--- src/rtl/assert_macros.svh ---
// Assertion macros used by the table RTL.
`ifndef ASSERT_MACROS_SVH
`define ASSERT_MACROS_SVH

// Same-cycle implication, disabled during reset.
`define KSEC_ASSERT_IMPLY(label, clk, rst, cond, expr) \
   label: assert property (@(posedge clk) disable iff (rst) (cond) |-> (expr)) \
      else $error("assertion failed");

// Next-cycle implication, disabled during reset.
`define KSEC_ASSERT_NEXT(label, clk, rst, cond, expr) \
   label: assert property (@(posedge clk) disable iff (rst) (cond) |=> (expr)) \
      else $error("assertion failed");

`endif

--- src/rtl/ksec_pkg.sv ---
// Types and constants of the keyed secret table.
`timescale 1ns / 1ps

package ksec_pkg;

   localparam int SECRET_BITS = 256;

   // Operation codes
   localparam logic [1:0] OP_UPSERT = 2'd0;
   localparam logic [1:0] OP_REMOVE = 2'd1;
   localparam logic [1:0] OP_LOOKUP = 2'd2;
   localparam logic [1:0] OP_CLEAR  = 2'd3;

   typedef struct packed {
      logic [1:0]  op;
      logic [31:0] peer_id;
      logic [63:0] secret_w0;
      logic [63:0] secret_w1;
      logic [63:0] secret_w2;
      logic [63:0] secret_w3;
   } req_type;

   typedef struct packed {
      logic        ok;
      logic [63:0] found_w0;
      logic [63:0] found_w1;
      logic [63:0] found_w2;
      logic [63:0] found_w3;
      logic [4:0]  occupied_count;
   } rsp_type;

   // Scan token handed from cell to cell
   typedef struct packed {
      logic                   active;
      logic                   hit;
      logic                   free_seen;
      logic [SECRET_BITS-1:0] found;
   } link_type;

   // Outcome broadcast to all cells when the token leaves the chain
   typedef struct packed {
      logic fill_tent;
      logic write_hit;
      logic wipe_hit;
      logic wipe_all;
   } commit_type;

   typedef enum logic [1:0] {
      ST_IDLE,
      ST_LAUNCH,
      ST_SCAN
   } state_type;

endpackage

--- src/rtl/ksec_cell.sv ---
// One table slot: holds key and secret, compares and forwards the scan token.
`timescale 1ns / 1ps

module ksec_cell (
   input  logic                            clock,
   input  logic                            reset,
   input  ksec_pkg::link_type              link_in,
   input  logic [31:0]                     key,
   input  logic [ksec_pkg::SECRET_BITS-1:0] secret,
   input  ksec_pkg::commit_type            commit,
   output ksec_pkg::link_type              link_out,
   output logic                            hit_flag
);

   logic                             valid_ff;
   logic [31:0]                      peer_ff;
   logic [ksec_pkg::SECRET_BITS-1:0] secret_ff;
   logic                             hit_ff;
   logic                             tent_ff;
   ksec_pkg::link_type               link_ff;
   ksec_pkg::link_type               link_in_next;
   logic                             my_hit;
   logic                             do_write;

   assign my_hit = valid_ff && (peer_ff == key);

   // Token update: accumulate hit, free slot and found secret
   always_comb begin
      link_in_next.active    = link_in.active;
      link_in_next.hit       = link_in.hit | my_hit;
      link_in_next.free_seen = link_in.free_seen | ~valid_ff;
      link_in_next.found     = my_hit ? secret_ff : link_in.found;
   end

   always_ff @(posedge clock) begin
      if (reset) begin
         link_ff <= '0;
      end else begin
         link_ff <= link_in_next;
      end
   end

   // Remember this slot's role while the token passes
   always_ff @(posedge clock) begin
      if (reset) begin
         hit_ff  <= 1'b0;
         tent_ff <= 1'b0;
      end else if (link_in.active) begin
         hit_ff  <= my_hit;
         tent_ff <= ~valid_ff & ~link_in.free_seen;
      end
   end

   assign do_write = (commit.fill_tent && tent_ff) || (commit.write_hit && hit_ff);

   // Occupancy
   always_ff @(posedge clock) begin
      if (reset) begin
         valid_ff <= 1'b0;
      end else if (commit.wipe_all || (commit.wipe_hit && hit_ff)) begin
         valid_ff <= 1'b0;
      end else if (do_write) begin
         valid_ff <= 1'b1;
      end
   end

   // Slot payload
   always_ff @(posedge clock) begin
      if (do_write) begin
         peer_ff   <= key;
         secret_ff <= secret;
      end
   end

   assign link_out = link_ff;
   assign hit_flag = hit_ff;

endmodule

--- config.mk ---
export PLATFORM = sky130hd
export DESIGN_NAME = ksec_cell
export DESIGN_NICKNAME = d
export VERILOG_FILES = /design/src/rtl/assert_macros.svh /design/src/rtl/ksec_pkg.sv /design/src/rtl/ksec_cell.sv
export SDC_FILE = /design/constraint.sdc
export NUM_CORES = 1
export LEC_CHECK = 0
export ABC_CLOCK_PERIOD_IN_PS = 23600
export BUFFER_PORTS_ARGS = -buffer_cell sky130_fd_sc_hd__clkbuf_2
export CAP_MARGIN = 10
export CORE_AREA = 2 2 316 318
export CTS_CLUSTER_DIAMETER = 150
export DETAILED_ROUTE_END_ITERATION = 8
export DIE_AREA = 0 0 318 320
export PLACE_DENSITY_LB_ADDON = 0.05
export SYNTH_ARGS = -nofsm -noshare
export SYNTH_HDL_FRONTEND = slang
export SYNTH_SLANG_ARGS = --single-unit
export TNS_END_PERCENT = 5
--- constraint.sdc ---
create_clock -name clock -period 23.6 [get_ports clock]
set_input_delay 3.54 -clock clock [delete_from_list [all_inputs] [get_ports clock]]
set_output_delay 3.54 -clock clock [all_outputs]
set_load 0.02 [all_outputs]
==> impl_metrics.py <==
metrics = {
    "status": {
        "status": "complete, no violations",
    },
    "critical_path": {
        "worstPathRequired_ns": 24.13,
        "path_class": "primary input to flip-flop",
        "worstPathArrival_ns": 6.88,
        "crit_path_end_kind": "flip-flop",
        "r2r_start": "peer_ff[0]$_DFFE_PP_",
        "crit_path_start_kind": "primary input",
        "reg2reg_slack_ns": 19.88,
        "reg2regPathDepth": 8,
        "crit_fanout": 62,
        "r2r_end": "link_out[173]$_SDFF_PP0_",
    },
    "routing": {
        "drt_iter0_drc": 535,
        "wl_per_cell_um": 20.1,
        "met1_length_mm": 24.3,
        "route.met3.wl_mm": 7.67,
        "drc": 0,
        "dr.max_layer_used": "met5",
        "wl_met2_mm": 38.7,
        "ant_nets": 0,
        "routed_wl_mm": 73.0,
        "dr.pass1.iters": 4,
        "vias_per_cell": 3.79,
        "vias": 13751,
    },
    "final_layout": {
        "final_layout_size_suffix_gt1_share_pct": 39.7,
        "multiInputGateArea_um2": 6190,
        "nFillCells": 10259,
        "layout.nets": 2824,
        "final_cell_mix": "clkbuf_2, nand2b_1, edfxtp_1",
        "final_common_cell": "clkbuf_2",
        "design_area_um2": 28200,
        "area.sequential_um2": 13900,
        "syn2layout_area_growth_pct": 36.7,
    },
    "yosys": {
        "yosys-top-cells-area": "edfxtp_1, dfxtp_1, nand2b_1",
        "syn_inst": 1463,
        "synth_nets": 2016,
        "yosysTopAreaCellShare_pct": 42.0,
        "synth.avg_cell_area_um2": 14.1,
        "synth.largest_area_cell": "edfxtp_1",
        "ys_seq_area_share_pct": 67.4,
        "synth_warnings": 0,
        "ys_types": 21,
        "synth_seq_cells": 550,
        "syn_area_um2": 20600,
    },
    "clock_network": {
        "numCtsBuffers": 71,
        "cts_setup_buffers": 0,
        "clock-root-buffer": "clkbuf_16",
        "clk_pin_slew_ns": 0.06,
        "htreeDepth": 3,
        "clock_latency_ns": 0.62,
        "clockBufferDepth": 3,
        "cts.sink_count": 550,
        "tritoncts": "built",
        "cts_hold_buf": 0,
        "post_cts_resized": 0,
    },
    "timing": {
        "rsz0062_at_grt": "no",
        "min_period_ns": 6.35,
        "relSlewSlack_pct": 22.9,
        "finalClockSkew_ns": 0.0226,
        "whs_ns": 0.490,
        "clock.fmax_mhz": 158,
        "setup_slack_ns": 17.25,
        "post-route-period-util_pct": 26.9,
        "worst_pin_slew_ns": 1.16,
        "hold_viol_final": 0,
        "setup-tns-final_ns": 0,
        "setup_viol": 0,
        "slew_violations": 0,
    },
    "grt": {
        "grt_pass1_vias": 14726,
        "grt_max_degree": 194,
        "grt_pass1_wl_mm": 103,
        "grt.total_usage_pct": 14.1,
        "antenna_found_initial": 39,
        "overflow": 0,
    },
    "power": {
        "static-leakage-power_nw": 13.3,
        "ir_drop_mv": 0.0555,
        "power.density_nw_per_um2": 81.2,
    },
    "hold_path": {
        "holdPathStages": 2,
        "min_to": "link_out[78]$_SDFF_PP0_",
        "min_from": "secret_ff[78]$_DFFE_PP_",
        "min_path_type": "flip-flop to flip-flop",
    },
    "die": {
        "dieArea_um2": 102000,
        "die_height_um": 320,
        "pin_count": 813,
        "core_area_um2": 98000,
        "initial_core_util_pct": 21.0,
        "num_rows": 115,
        "die-width_um": 318,
    },
    "place": {
        "dpl.hpwl_mm": 53.2,
        "place_congestion": 0.761,
        "dpl_cell_area_um2": 25900,
        "dp_slack_ns": 16.49,
        "port_buffers": 812,
    },
    "flow_run": {
        "maxCapViolations": 0,
    },
}
[synth_stat cells]
library cell and count:
inv_1 3, dfxtp_1 262, xnor2_1 24, mux2i_1 257
a22o_1 1, nor4_1 3, buf_6 25, o21ai_1 1
nor3_1 1, buf_2 4, xor2_1 8, a2111oi_0 1
edfxtp_1 288, clkbuf_1 58, nand2b_1 513, nand4_1 6
or3b_2 1, nand2_1 1, nand3_1 1, nor2_1 3
a21oi_1 2
[metrics by stage]
step | total power [mW] | std cells | utilization (%)
after global routing | 2.39 | 3626 | 28.7
after detailed placement | 1.26 | 3485 | 26.4
after CTS | 2.34 | 3615 | 28.7
final | 2.29 | 3630 | 28.7
after floorplan | 1.16 | 1463 | -
after global placement | 1.26 | 3485 | 26.4
[routing by layer]
layer / global-route usage [%] / vias up
li1: - / 6603
met1: 13.3 / 6475
met2: 25.7 / 485
met3: 7.52 / 144
met4: 4.97 / 44
met5: 0 / -
[logic make-up after synthesis]
family,Yosys count,share of synthesized area [%]
buffers and inverters,90,2.57
flip-flops,550,67.4
multiplexers,257,12.5
XOR/XNOR,32,1.36
AO/OA/AOI/OAI,5,0.158
AND/OR/NAND/NOR,529,16.0
[worst max-delay path, cell delays in order]
cell and delay (ns):
clkbuf_2 0.09, xnor2_1 0.16, nand4_1 0.12, nor4_1 0.07
nand4_1 0.07, buf_4 0.52, buf_4 0.87, buf_4 1.00
mux2i_1 0.29
[cell type report]
class,count,area share [%]
well taps,1287,5.72
repair buffers,822,14.8
clock buffers,109,7.51
clock inverters,21,0.484
inverters,3,0.0400
flip-flops and latches,550,49.3
diodes,15,0.133
multi-input cells,823,22.0
[registers in the layout, indices dropped and copies added (netlist names)]
| register | flops |
|---|---|
| link_out | 259 |
| secret_ff | 256 |
| peer_ff | 32 |
| hit_flag | 1 |
| tent_ff | 1 |
| valid_ff | 1 |
[how the worst max path moves through the flow]
| stage | end | startpoint | slack [ns] |
|---|---|---|---|
| final | link_out[173]$_SDFF_PP0_ | key[0] | 17.25 |
| after global routing | link_out[93]$_SDFF_PP0_ | key[0] | 17.05 |
| after CTS | link_out[173]$_SDFF_PP0_ | key[0] | 17.18 |
| after detailed placement | link_out[70]$_SDFF_PP0_ | key[0] | 16.49 |
| after global placement | link_out[167]$_SDFF_PP0_ | key[0] | 16.53 |
| after floorplan | peer_ff[0]$_DFFE_PP_ | commit[2] | 12.68 |
[report_power, final]
group	switching [mW]	total [mW]	internal, mW
Combinational	0.0966	0.176	0.0793
Sequential	0.0103	1.06	1.05
Clock	0.427	1.05	0.628
Total	0.534	2.29	1.75
Note: power is estimated with default switching activity, not from simulation.
